<file path="src/sv/fdbb_pkg.sv">
// Shared types, constants and helpers for the frame difference bounding box block.
package fdbb_pkg;

  // Largest frame dimension in pixels and the compared pixel width
  localparam int MAX_DIMENSION = 4096;
  localparam int PIXEL_BITS    = 8;

  // Field widths
  localparam int PIX_W     = 8;
  localparam int POS_BITS  = 12;
  localparam int SIZE_BITS = 13;
  localparam int CNT_BITS  = 25;

  // Only the low PIXEL_BITS bits of a pixel take part in the compare
  localparam int CMP_BITS = (PIXEL_BITS < PIX_W) ? PIXEL_BITS : PIX_W;

  // Configuration register indexes
  typedef enum logic [0:0] {
    REG_FRAME_WIDTH  = 1'b0,
    REG_FRAME_HEIGHT = 1'b1
  } reg_index_t;

  // One input transaction: a pixel pair at the current raster position
  typedef struct packed {
    logic [PIX_W-1:0] source_pixel;
    logic [PIX_W-1:0] snapshot_pixel;
  } pixel_pair_t;

  // One result transaction per frame
  typedef struct packed {
    logic                 frames_equal;
    logic [CNT_BITS-1:0]  differing_count;
    logic [POS_BITS-1:0]  box_left;
    logic [POS_BITS-1:0]  box_top;
    logic [SIZE_BITS-1:0] box_right;
    logic [SIZE_BITS-1:0] box_bottom;
  } result_t;

  // Clamp a size register to 1..MAX_DIMENSION
  function automatic logic [SIZE_BITS-1:0] effective_size(input logic [SIZE_BITS-1:0] v);
    logic [SIZE_BITS-1:0] r;
    if (v == '0) begin
      r = SIZE_BITS'(1);
    end else if (v > SIZE_BITS'(MAX_DIMENSION)) begin
      r = SIZE_BITS'(MAX_DIMENSION);
    end else begin
      r = v;
    end
    return r;
  endfunction

endpackage

</file>
<file path="src/sv/fdbb_tracker.sv">
// Raster position counters, difference tally and bounding box tracking.
module fdbb_tracker
  import fdbb_pkg::*;
(
  input  logic                 clk,
  input  logic                 rst,
  input  logic                 take,
  input  pixel_pair_t          pair,
  input  logic [SIZE_BITS-1:0] frame_width,
  input  logic [SIZE_BITS-1:0] frame_height,
  output logic                 frame_end,
  output result_t              frame_result
);

  logic [POS_BITS-1:0] column_position;
  logic [POS_BITS-1:0] row_position;
  logic [CNT_BITS-1:0] difference_tally;
  logic [POS_BITS-1:0] lowest_column;
  logic [POS_BITS-1:0] lowest_row;
  logic [POS_BITS-1:0] highest_column;
  logic [POS_BITS-1:0] highest_row;

  logic [CNT_BITS-1:0] difference_tally_next;
  logic [POS_BITS-1:0] lowest_column_next;
  logic [POS_BITS-1:0] lowest_row_next;
  logic [POS_BITS-1:0] highest_column_next;
  logic [POS_BITS-1:0] highest_row_next;

  logic [SIZE_BITS-1:0] width_eff;
  logic [SIZE_BITS-1:0] height_eff;
  logic [SIZE_BITS-1:0] column_inc;
  logic [SIZE_BITS-1:0] row_inc;
  logic                 row_end;
  logic                 differ;

  // Compare the pair and find where the raster stands
  always_comb begin
    width_eff  = effective_size(frame_width);
    height_eff = effective_size(frame_height);
    column_inc = {1'b0, column_position} + SIZE_BITS'(1);
    row_inc    = {1'b0, row_position} + SIZE_BITS'(1);
    row_end    = column_inc >= width_eff;
    frame_end  = row_end && (row_inc >= height_eff);
    differ     = pair.source_pixel[CMP_BITS-1:0] != pair.snapshot_pixel[CMP_BITS-1:0];
  end

  // Fold the current pair into the tally and the box
  always_comb begin
    difference_tally_next = difference_tally;
    lowest_column_next    = lowest_column;
    lowest_row_next       = lowest_row;
    highest_column_next   = highest_column;
    highest_row_next      = highest_row;
    if (differ) begin
      difference_tally_next = difference_tally + CNT_BITS'(1);
      if (column_position < lowest_column) begin
        lowest_column_next = column_position;
      end
      if (row_position < lowest_row) begin
        lowest_row_next = row_position;
      end
      if (column_position > highest_column) begin
        highest_column_next = column_position;
      end
      if (row_position > highest_row) begin
        highest_row_next = row_position;
      end
    end
  end

  // Build the frame result from the updated values
  always_comb begin
    frame_result = '0;
    if (difference_tally_next == '0) begin
      frame_result.frames_equal = 1'b1;
    end else begin
      frame_result.differing_count = difference_tally_next;
      frame_result.box_left        = lowest_column_next;
      frame_result.box_top         = lowest_row_next;
      frame_result.box_right       = {1'b0, highest_column_next} + SIZE_BITS'(1);
      frame_result.box_bottom      = {1'b0, highest_row_next} + SIZE_BITS'(1);
    end
  end

  // Advance the raster and the tracking state; clear after the last pair
  always_ff @(posedge clk) begin
    if (rst || (take && frame_end)) begin
      column_position  <= '0;
      row_position     <= '0;
      difference_tally <= '0;
      lowest_column    <= '1;
      lowest_row       <= '1;
      highest_column   <= '0;
      highest_row      <= '0;
    end else if (take) begin
      difference_tally <= difference_tally_next;
      lowest_column    <= lowest_column_next;
      lowest_row       <= lowest_row_next;
      highest_column   <= highest_column_next;
      highest_row      <= highest_row_next;
      if (row_end) begin
        column_position <= '0;
        row_position    <= row_inc[POS_BITS-1:0];
      end else begin
        column_position <= column_inc[POS_BITS-1:0];
      end
    end
  end

endmodule

</file>
<file path="src/sv/frame_diff_bounding_box.sv">
// Top level of the frame difference bounding box block.
// Pixel pairs (source, snapshot) arrive in raster order, one transaction per clock at full
// rate unless pixel_stall holds them: each pair is registered, folded into the position
// counters, the difference tally and the running min/max of column and row, and the last
// pair of a frame loads one result transaction into the output register. The tracking
// registers update as each pair is taken, so the rate holds at one pair per clock;
// pixel_stall rises only when a frame result is ready while the previous one still waits
// at a stalled output. The user must write frame_width and frame_height only while no
// frame is in flight (unchecked by the block); 0 acts as 1, values above 4096 act as 4096.
module frame_diff_bounding_box
  import fdbb_pkg::*;
(
  input  logic                 clk,
  input  logic                 rst,
  input  logic                 pixel_valid,
  output logic                 pixel_stall,
  input  pixel_pair_t          pixel,
  output logic                 result_valid,
  input  logic                 result_stall,
  output result_t              result,
  input  logic                 cfg_valid,
  output logic                 cfg_ready,
  input  logic [0:0]           cfg_index,
  input  logic [SIZE_BITS-1:0] cfg_data
);

  logic [SIZE_BITS-1:0] frame_width;
  logic [SIZE_BITS-1:0] frame_height;

  logic        s1_valid;
  pixel_pair_t s1_pair;
  logic        s1_take;
  logic        out_free;
  logic        frame_end;
  result_t     frame_result;

  assign cfg_ready = 1'b1;

  // Write configuration registers
  always_ff @(posedge clk) begin
    if (rst) begin
      frame_width  <= SIZE_BITS'(1);
      frame_height <= SIZE_BITS'(1);
    end else if (cfg_valid && cfg_ready) begin
      case (cfg_index)
        REG_FRAME_WIDTH:  frame_width  <= cfg_data;
        REG_FRAME_HEIGHT: frame_height <= cfg_data;
        default: ;
      endcase
    end
  end

  // Hold the stage when a frame result cannot reach the output register
  assign out_free    = !result_valid || !result_stall;
  assign s1_take     = s1_valid && (!frame_end || out_free);
  assign pixel_stall = s1_valid && !s1_take;

  // Input register
  always_ff @(posedge clk) begin
    if (rst) begin
      s1_valid <= 1'b0;
    end else if (pixel_valid && !pixel_stall) begin
      s1_valid <= 1'b1;
    end else if (s1_take) begin
      s1_valid <= 1'b0;
    end
  end

  always_ff @(posedge clk) begin
    if (pixel_valid && !pixel_stall) begin
      s1_pair <= pixel;
    end
  end

  fdbb_tracker u_tracker (
    .clk          (clk),
    .rst          (rst),
    .take         (s1_take),
    .pair         (s1_pair),
    .frame_width  (frame_width),
    .frame_height (frame_height),
    .frame_end    (frame_end),
    .frame_result (frame_result)
  );

  // Result register: load at frame end, drop once taken
  always_ff @(posedge clk) begin
    if (rst) begin
      result_valid <= 1'b0;
    end else if (s1_take && frame_end) begin
      result_valid <= 1'b1;
    end else if (!result_stall) begin
      result_valid <= 1'b0;
    end
  end

  always_ff @(posedge clk) begin
    if (s1_take && frame_end) begin
      result <= frame_result;
    end
  end

  // An exact match carries an empty box and no count
  a_exact_empty: assert property (@(posedge clk) disable iff (rst)
    result_valid && result.frames_equal |->
      result.differing_count == '0 && result.box_right == '0 && result.box_bottom == '0)
    else $error("exact match with nonempty result");

  // A frame with differences carries a nonempty box
  a_box_nonempty: assert property (@(posedge clk) disable iff (rst)
    result_valid && !result.frames_equal |->
      result.differing_count != '0 && result.box_right > {1'b0, result.box_left}
      && result.box_bottom > {1'b0, result.box_top})
    else $error("difference result with empty box");

  // A finished frame never overwrites a result that still waits
  a_no_overwrite: assert property (@(posedge clk) disable iff (rst)
    s1_valid && frame_end && result_valid && result_stall |-> !s1_take && pixel_stall)
    else $error("frame result would overwrite a stalled result");

endmodule

</file>
<file path="config.mk">
export PLATFORM = sky130hd
export DESIGN_NAME = frame_diff_bounding_box
export DESIGN_NICKNAME = d
export VERILOG_FILES = /design/src/sv/fdbb_pkg.sv /design/src/sv/fdbb_tracker.sv /design/src/sv/frame_diff_bounding_box.sv
export SDC_FILE = /design/constraint.sdc
export NUM_CORES = 1
export LEC_CHECK = 0
export BUFFER_PORTS_ARGS = -buffer_cell sky130_fd_sc_hd__buf_2
export CAP_MARGIN = 20
export CORE_UTILIZATION = 45
export CTS_CLUSTER_DIAMETER = 40
export DETAILED_ROUTE_END_ITERATION = 8
export GPL_ROUTABILITY_DRIVEN = 0
export SETUP_SLACK_MARGIN = 0.02
export SYNTH_ARGS = -nofsm -noshare
export SYNTH_HDL_FRONTEND = slang
export SYNTH_SLANG_ARGS = --single-unit
</file>
<file path="constraint.sdc">
create_clock -name clk -period 13.6 [get_ports clk]
set_clock_uncertainty 0.2 [all_clocks]
set_input_delay 2.72 -clock clk [delete_from_list [all_inputs] [get_ports clk]]
set_output_delay 2.72 -clock clk [all_outputs]
set_load 0.02 [all_outputs]
</file>
# [After elaboration in Yosys (flattened, before gate mapping)]
# Index checks and enable logic that the tools add are counted.
[totals] input_bits=35 ff_bits=217 elab_cells=74
[classes] muxes=19 n_reduce_logical=20 n_addsub=5 n_lt_le_gt_ge=8 n_eq_ne=2 bitwise_logic=1
[ops] cell="two-way mux 12 bit" count=9
[ops] cell="adder 12 x 1 -> 13 bit (second input constant)" count=4
[ops] cell="two-way mux 13 bit" count=4
[ops] cell="greater-or-equal comparator 13 bit" count=2
[ops] cell="greater-than comparator 13 bit (second input constant)" count=2
[ops] cell="zero test 13 bit" count=2
[ops] cell="adder 25 x 1 -> 25 bit (second input constant)" count=1
[ops] cell="zero test 25 bit" count=1
[ops] cell="two-way mux 25 bit" count=1
[ops] cell="greater-than comparator 12 bit" count=2
[ops] cell="< comparator 12 bit" count=2
[ops] cell="!= test 8 bit" count=1
[ops] cell="AND reduction 2 bit" count=3
[ops] cell="logical AND 1 bit" count=5
[ops] cell="zero test 1 bit" count=5
[ops] cell="two-way mux 1 bit" count=5
[ops] cell="logical OR 1 bit" count=3
[ops] cell="!= test 2 x 1 -> 1 bit (second input constant)" count=1
[ops] cell="nonzero test 2 bit" count=1
[ops] cell="NOT 1 bit" count=1

# [Depth between registers and ports, before layout]
# Gate-level depths: netlist of run 1.
[logic_depth] ltp_word=13 ltp_mapped=18

# [Hierarchy]
# A second synthesis of run 1 with hierarchy kept.
[unflattened] hier_cells=1347 hier_area_um2=12353.1
[modules_own_cells] module="fdbb_tracker" cells_each=1127 instances=1 area_each_um2=8579.5
[modules_own_cells] module="frame_diff_bounding_box" cells_each=220 instances=1 area_each_um2=3773.6

# [Least setup slack after synthesis of run 1]
# Ideal clock, no wire load.
[synth_path] path_kind="input port to output port" startpoint="in result_stall" endpoint="out pixel_stall" path_stages=5 path_slack_ns=6.911 required_ns=10.680 t_arrival_ns=3.769 path_buffers=2 path_cell_list="nand2_1 > a31o_2 > clkbuf_1 > buf_1 > nor2_1"
[synth_via] elab_chain_cells=6
[synth_rtl] item="start: declaration" line="frame_diff_bounding_box.sv:19" source="input logic result_stall,"
[synth_rtl] item="zero test 1 bit"
[synth_rtl] item="logical OR 1 bit" line="frame_diff_bounding_box.sv:54" source="assign out_free = !result_valid || !result_stall;"
[synth_rtl] item="logical OR 1 bit" line="frame_diff_bounding_box.sv:55" source="assign s1_take = s1_valid && (!frame_end || out_free);"
[synth_rtl] item="logical AND 1 bit" line="frame_diff_bounding_box.sv:55"
[synth_rtl] item="zero test 1 bit" line="frame_diff_bounding_box.sv:56" source="assign pixel_stall = s1_valid && !s1_take;"
[synth_rtl] item="logical AND 1 bit" line="frame_diff_bounding_box.sv:56"
[synth_rtl] item="end: declaration" line="frame_diff_bounding_box.sv:16" source="output logic pixel_stall,"
# No other way between the ends.

# [Final worst setup path of run 1]
[layout_path] startpoint="reg u_tracker.row_position[0]" endpoint="out pixel_stall"
[layout_via] elab_chain_cells=8
[layout_rtl] item="start: declaration" line="fdbb_tracker.sv:16" source="logic [POS_BITS-1:0] row_position;"
[layout_rtl] item="start signal: assignment" line="fdbb_tracker.sv:103" source="row_position <= row_inc[POS_BITS-1:0];"
[layout_rtl] item="adder 12 x 1 -> 13 bit" line="fdbb_tracker.sv:41" source="row_inc = {1'b0, row_position} + SIZE_BITS'(1);"
[layout_rtl] item="net u_tracker.row_inc[10]" line="fdbb_tracker.sv:32" source="logic [SIZE_BITS-1:0] row_inc;"
[layout_rtl] item="greater-or-equal comparator 13 bit" line="fdbb_tracker.sv:43" source="frame_end = row_end && (row_inc >= height_eff);"
[layout_rtl] item="logical AND 1 bit" line="fdbb_tracker.sv:43"
[layout_rtl] item="zero test 1 bit" line="frame_diff_bounding_box.sv:55"
[layout_rtl] item="logical OR 1 bit" line="frame_diff_bounding_box.sv:55"
[layout_rtl] item="logical AND 1 bit" line="frame_diff_bounding_box.sv:55"
[layout_rtl] item="zero test 1 bit" line="frame_diff_bounding_box.sv:56"
[layout_rtl] item="logical AND 1 bit" line="frame_diff_bounding_box.sv:56"
# The timed path passes the listed nets, and every way through them passes these cells.

==> results.cfg, run 1 <==
[outcome]
outcome = finished, violations left
failed_checks = design-rule violations

[global_routing]
grt_max_degree = 53
antenna_found_initial = 1
grt_overflow = 0
grt.busiest_layer = met2
grtUsageMet3_pct = 4.15
use_met1_pct = 30.0
grt.total_usage_pct = 21.3
use_met2_pct = 33.1
grt_pass1_wl_um = 46200
grt_pass1_vias = 8883

[cts]
cts.sink_count = 217
htree_levels = 2
cts_tree = yes
post_cts_buffers = 0
clk_latency_ns = 0.50
root_buffer = clkbuf_16
clk_path_buf_depth = 3
cts_hold_buf = 0
cts_made_buffers = 36
cts_resized = 0
cts.clk_slew.worst_paths_ns = 0.05

[drt]
routedWlPerCell_um = 16.5
drc = 30
drt_iter0_markers = 614
first_pass_iters = 7
totalWireLength_um = 28400
num_vias = 9440
ant_nets = 0
via_per_inst = 5.47

[worst_setup_path]
required_ns = 10.68
cp-start-kind = flop
crit_arrival_ns = 4.28
path_class = flop to output pin
cp-end-kind = output pin
path_cells = ha_1 -> nand3_1 -> nor2_1 -> and3_1 -> nand3_1 -> xnor2_1 -> ha_1 -> a21o_1 -> a21o_1 -> a211oi_1 -> a31o_2 -> nor2_1 -> buf_2
slowest_delay_ns = 0.60
path_max_fanout = 21
cp_slowest_cell = a31o_2

[synth]
syn_nets = 1399
synth_cells = 1287
synth_edf_count = 92
yosysTopAreaCellShare_pct = 23.0
synthArstFlopShare_pct = 0
synthFlopType = dfxtp_1
synth_seq_cells = 217
ys_warn_count = 0
ys_seq_area_share_pct = 43.8
synth.distinct_cells = 66
synth_area_um2 = 12000
synth_area_leaders = edfxtp_1 (23%), dfxtp_1 (21%), ha_1 (8.0%)
synth_top_area_cell = edfxtp_1
syn_avg_cell_area_um2 = 9.34

[timing]
setup-tns-final_ns = 0
fmax_ghz = 0.139
hold_viol_final = 0
period_minus_slack_ns = 7.20
drv_slew = 0
final-setup-viol-count = 0
tightest_slew_ns = 1.02
fin_crit_sh_pct = 52.9
max_slew_margin_pct = 32.1
rsz0062_at_grt = no

[place]
placed_area_um2 = 12800
hpwl_um = 19600
port-buffer-count = 112
place_inst = 1662

[cells_and_area]
final_nets = 1477
final_cell_area_um2 = 14000
fillers = 2496
layout_commonest_cell = nor2_1
multi_input_area_um2 = 6170
instances_no_fill = 1725
layout_common_cells = nor2_1 (150), dfxtp_1 (125), nand2_1 (123)
diodes = 0
syn_to_final_growth_pct = 16.2
ff_latch_area_um2 = 5270
fin_util_pct = 53.5
drive_above_1_share_pct = 15.3

[pwr]
leakagePower_nw = 5.85
pwr_density_cell_nw_per_um2 = 130
vdd_ir_drop_max_mv = 0.0934
fin_total_pwr_mw = 1.82

[floorplan]
rows = 59
core_area_um2 = 26100
start_util_pct = 46.0
die_x_um = 165
die_h_um = 165
io_pins = 114
dieArea_um2 = 27400

[flow_run]
drv_cap = 0

[min_path]
hold_path_class = flop to flop
## worst paths after layout
kind | start | end | slack (ns) | depth (start not counted)
max | u_tracker.row_position[0]$_SDFFE_PP0P_ | pixel_stall | 6.40 | 13
min | frame_height[5]$_SDFFE_PP0P_ | frame_height[5]$_SDFFE_PP0P_ | 0.27 | 2
max reg2reg | u_tracker.column_position[2]$_SDFFE_PP0N_ | u_tracker.row_position[8]$_SDFFE_PP0P_ | 8.39 | 15
min reg2reg | frame_height[5]$_SDFFE_PP0P_ | frame_height[5]$_SDFFE_PP0P_ | 0.27 | 2
## logic make-up after synthesis
group,share of synthesized area [%]
buffers and inverters,5.19
and+or+nand+nor,17.2
DFF,43.8
adders and majority gates,8.01
xor gates and xnor gates,7.72
other,0.0312
AOI/OAI and AO/OA,13.3
muxes,4.73
## synthesized netlist by cell type (all sizes together), types with 36 or more instances
cell    count
a21oi      68
clkbuf     65
dfxtp     125
edfxtp     92
ha         77
inv        59
mux2i      50
nand2     123
nand3      43
nor2      150
o21ai      36
xnor2      52
xor2       54
## where the power goes
group / internal (mW) / switching (mW) / total [mW]
clock network: 0.579 / 0.333 / 0.912
registers: 0.710 / 0.0152 / 0.725
logic: 0.0620 / 0.121 / 0.183
total: 1.35 / 0.469 / 1.82
## final cells by class
class                   instances  area share [%]
multi-input cells             922            44.2
flip-flops and latches        217            37.7
clock buffers                  42            6.98
repair buffers                129            4.93
well taps                     335            3.00
clock inverters                21            1.65
inverters                      59            1.59
## registers in the layout (all words and copies together), names as in the netlist
register                    cells
frame_height                   13
frame_width                    13
result                         76
result_valid                    1
s1_pair                        16
s1_valid                        1
u_tracker.column_position      12
u_tracker.difference_tally     25
u_tracker.highest_column       12
u_tracker.highest_row          12
u_tracker.lowest_column        12
u_tracker.lowest_row           12
u_tracker.row_position         12
## worst max-delay path, delay by kind of cell (launching register included)
family          cells  cell delay, ns
compound gates      4            1.28
xor+xnor            1            0.19
fa+ha+maj           2            0.58
buf+inv             1            0.20
simple gates        5            0.99
flops               1            0.53
## through the flow
step	setup WS (ns)	hold slack [ns]
after floorplan	6.91	0.240
after CTS	6.39	0.273
after global routing	6.08	0.291
after global placement	6.93	0.253
final	6.40	0.274
after detailed placement	6.89	0.258
## metal layers
metal | wire length (um) | share of wire, %
met3 | 1510 | 5.3
met1 | 14000 | 49
met5 | 13 | 0.046
met2 | 12300 | 43
met4 | 579 | 2.0
Note: power is estimated with default switching activity, not from simulation.
==> inputs of run 2 (changes only) <==
Settings changed: ABC_AREA from default to 1.
Clock period 13.6 ns to 6.9 ns, I/O delays scaled along.
==> run 2 against run 1 <==
Against the previous run:
- the run now ends clean
- die area up 3.9%
- register-to-register slack worse by 6.1 ns
- clock power rose by 100%
- clock-buffer cell count rose by 4
- critical path type unchanged
==> results.cfg, run 2 <==
[outcome]
outcome = finished clean

[timing]
setup-tns-final_ns = 0
max_slew_margin_pct = 38.6
period_minus_slack_ns = 5.18
fin_crit_sh_pct = 75.1
fmax_ghz = 0.193
tightest_slew_ns = 0.921
timing.hold.ws_ns = 0.262
rsz0062_at_grt = no
final-setup-viol-count = 0
hold_viol_final = 0
drv_slew = 0

[cts]
cts_made_buffers = 38
cts_hold_buf = 0
cts.sink_count = 217
cts_tree = yes
cts.clk_slew.worst_paths_ns = 0.05
clk_path_buf_depth = 3
post_cts_buffers = 0
htree_levels = 2
clk_latency_ns = 0.52
root_buffer = clkbuf_16
cts_resized = 0

[cells_and_area]
drive_above_1_share_pct = 11.9
fin_util_pct = 53.8
layout_common_cells = nand2_1 (550), nor2_1 (174), inv_1 (163)
final_nets = 1910
layout_commonest_cell = nand2_1
largest_reg_flops = 76
syn_to_final_growth_pct = 16.7
fillers = 2640
regMostFlops = result
diodes = 0
instances_no_fill = 2200
top_regs = result (76), u_tracker.difference_tally (25), s1_pair (16)

[worst_setup_path]
path_max_fanout = 6
cp-start-kind = flop
path_cells = inv_1 -> nor3_1 -> nand3_1 -> nor2_1 -> nand2_1 -> nor3_1 -> nand3_1 -> xor2_1 -> ha_1 -> nand2_1 -> o21ai_0 -> a21oi_1 -> nand3_1 -> nand4_1 -> inv_1 -> buf_2
slowest_delay_ns = 0.42
required_ns = 5.32
crit_arrival_ns = 3.60
cp_slowest_cell = dfxtp_1
path_class = flop to output pin
r2r_cells = 19
cp-end-kind = output pin
path_common_cell = nand3_1

[global_routing]
grt_max_degree = 78
grt.total_usage_pct = 21.9
grt_pass1_wl_um = 50800
grt_pass1_vias = 10074
antenna_found_initial = 0
grt_overflow = 0

[floorplan]
die_x_um = 169
rows = 60
dieArea_um2 = 28400
io_pins = 114
die_h_um = 169
start_util_pct = 46.1
core_area_um2 = 27100

[synth]
ys_seq_area_share_pct = 42.1
synthFlopType = dfxtp_1
synth_edf_count = 92
synth_seq_cells = 217
synth_top_area_cell = edfxtp_1
synthAdderAreaFrac_pct = 7.71
synth_xor_area_share_pct = 2.73
synthMuxAreaShare_pct = 0
yosysTopAreaCellShare_pct = 22.1
synth_area_um2 = 12500
synthTopCellsByCount = nand2_1 (552), nor2_1 (174), inv_1 (164)
yosysMostFrequentCell = nand2_1
synth_simple_gate_area_share_pct = 30.4
synth_top_family_by_area = simple AND/OR/NAND/NOR gates
synth_area_leaders = edfxtp_1 (22%), dfxtp_1 (20%), nand2_1 (17%)
syn_nets = 1811
synth_cells = 1699
syn_avg_cell_area_um2 = 7.36
synth_compound_gate_area_share_pct = 9.81
synth.distinct_cells = 40
ys_warn_count = 0
synthArstFlopShare_pct = 0

[drt]
drt_iter0_markers = 740
totalWireLength_um = 30400
via_per_inst = 5.02
drc = 0
ant_nets = 0
first_pass_iters = 5
num_vias = 11045
routedWlPerCell_um = 13.8

[pwr]
fin_total_pwr_mw = 4.07
vdd_ir_drop_max_mv = 0.182
leakagePower_nw = 6.59
pwr_density_cell_nw_per_um2 = 279

[place]
hpwl_um = 21500
port-buffer-count = 112
place_inst = 2130

[min_path]
hold_depth = 2
hold_path_class = flop to flop

[flow_run]
drv_cap = 0
## run 2: cell types whose count changed after synthesis, moves of 29 or more
cell and change:
nand2_1 +429, inv_1 +106, o21ai_0 +79, mux2i_1 -50, a21oi_1 +44, xnor2_1 -40
nand4_1 +29
## run 2: critical path, delay by kind of cell (launching register included)
family                   cells  cell delay (ns)
adder cells (fa/ha/maj)      1             0.30
buffers and inverters        3             0.40
AND/OR/NAND/NOR              9             1.51
AO/OA/AOI/OAI                2             0.28
flip-flops                   1             0.42
XOR/XNOR                     1             0.18
## run 2: layout make-up
| type | instances | area [um2] | area share, % |
|---|---|---|---|
| inverters | 167 | 628 | 4.30 |
| multi-input cells | 1255 | 6340 | 43.5 |
| repair buffers | 119 | 613 | 4.20 |
| well taps | 372 | 465 | 3.19 |
| flip-flops and latches | 217 | 5270 | 36.1 |
| clock buffers | 46 | 1020 | 7.01 |
| clock inverters | 24 | 254 | 1.74 |
## run 2: metal layers
metal  track usage, %  share of wire [%]
met5                0                  0
met4             6.05                1.9
met3             3.37                5.3
met2             33.4                 42
met1             32.1                 50
## run 2: path summary, 6_finish.rpt
path,from,slack (ns),endpoint
worst min register to register,u_tracker.highest_column[11]$_SDFFE_PP0N_,0.26,u_tracker.highest_column[11]$_SDFFE_PP0N_
worst max register to register,u_tracker.column_position[0]$_SDFFE_PP0N_,2.25,u_tracker.highest_column[1]$_SDFFE_PP0N_
worst min-delay path,u_tracker.highest_column[11]$_SDFFE_PP0N_,0.26,u_tracker.highest_column[11]$_SDFFE_PP0N_
worst max-delay path,u_tracker.column_position[0]$_SDFFE_PP0N_,1.72,pixel_stall
## run 2: kinds of logic after synthesis
family / after synthesis
fa+ha+maj: 77
compound gates: 235
xor+xnor: 39
other cells: 1
flops: 217
simple gates: 903
buf+inv: 227
## run 2: stage by stage
step                      worst slack [ns]  area (um2)
after CTS                             1.75       14600
after detailed placement              2.31       13300
after global routing                  1.28       14600
after global placement                2.38       13300
after floorplan                       2.42       12500
final                                 1.72       14600
## run 2: power by group
group | total (mW) | switching, mW | internal, mW
clock | 1.86 | 0.675 | 1.18
sequential | 1.48 | 0.0527 | 1.42
combinational | 0.737 | 0.509 | 0.228
total | 4.07 | 1.24 | 2.84
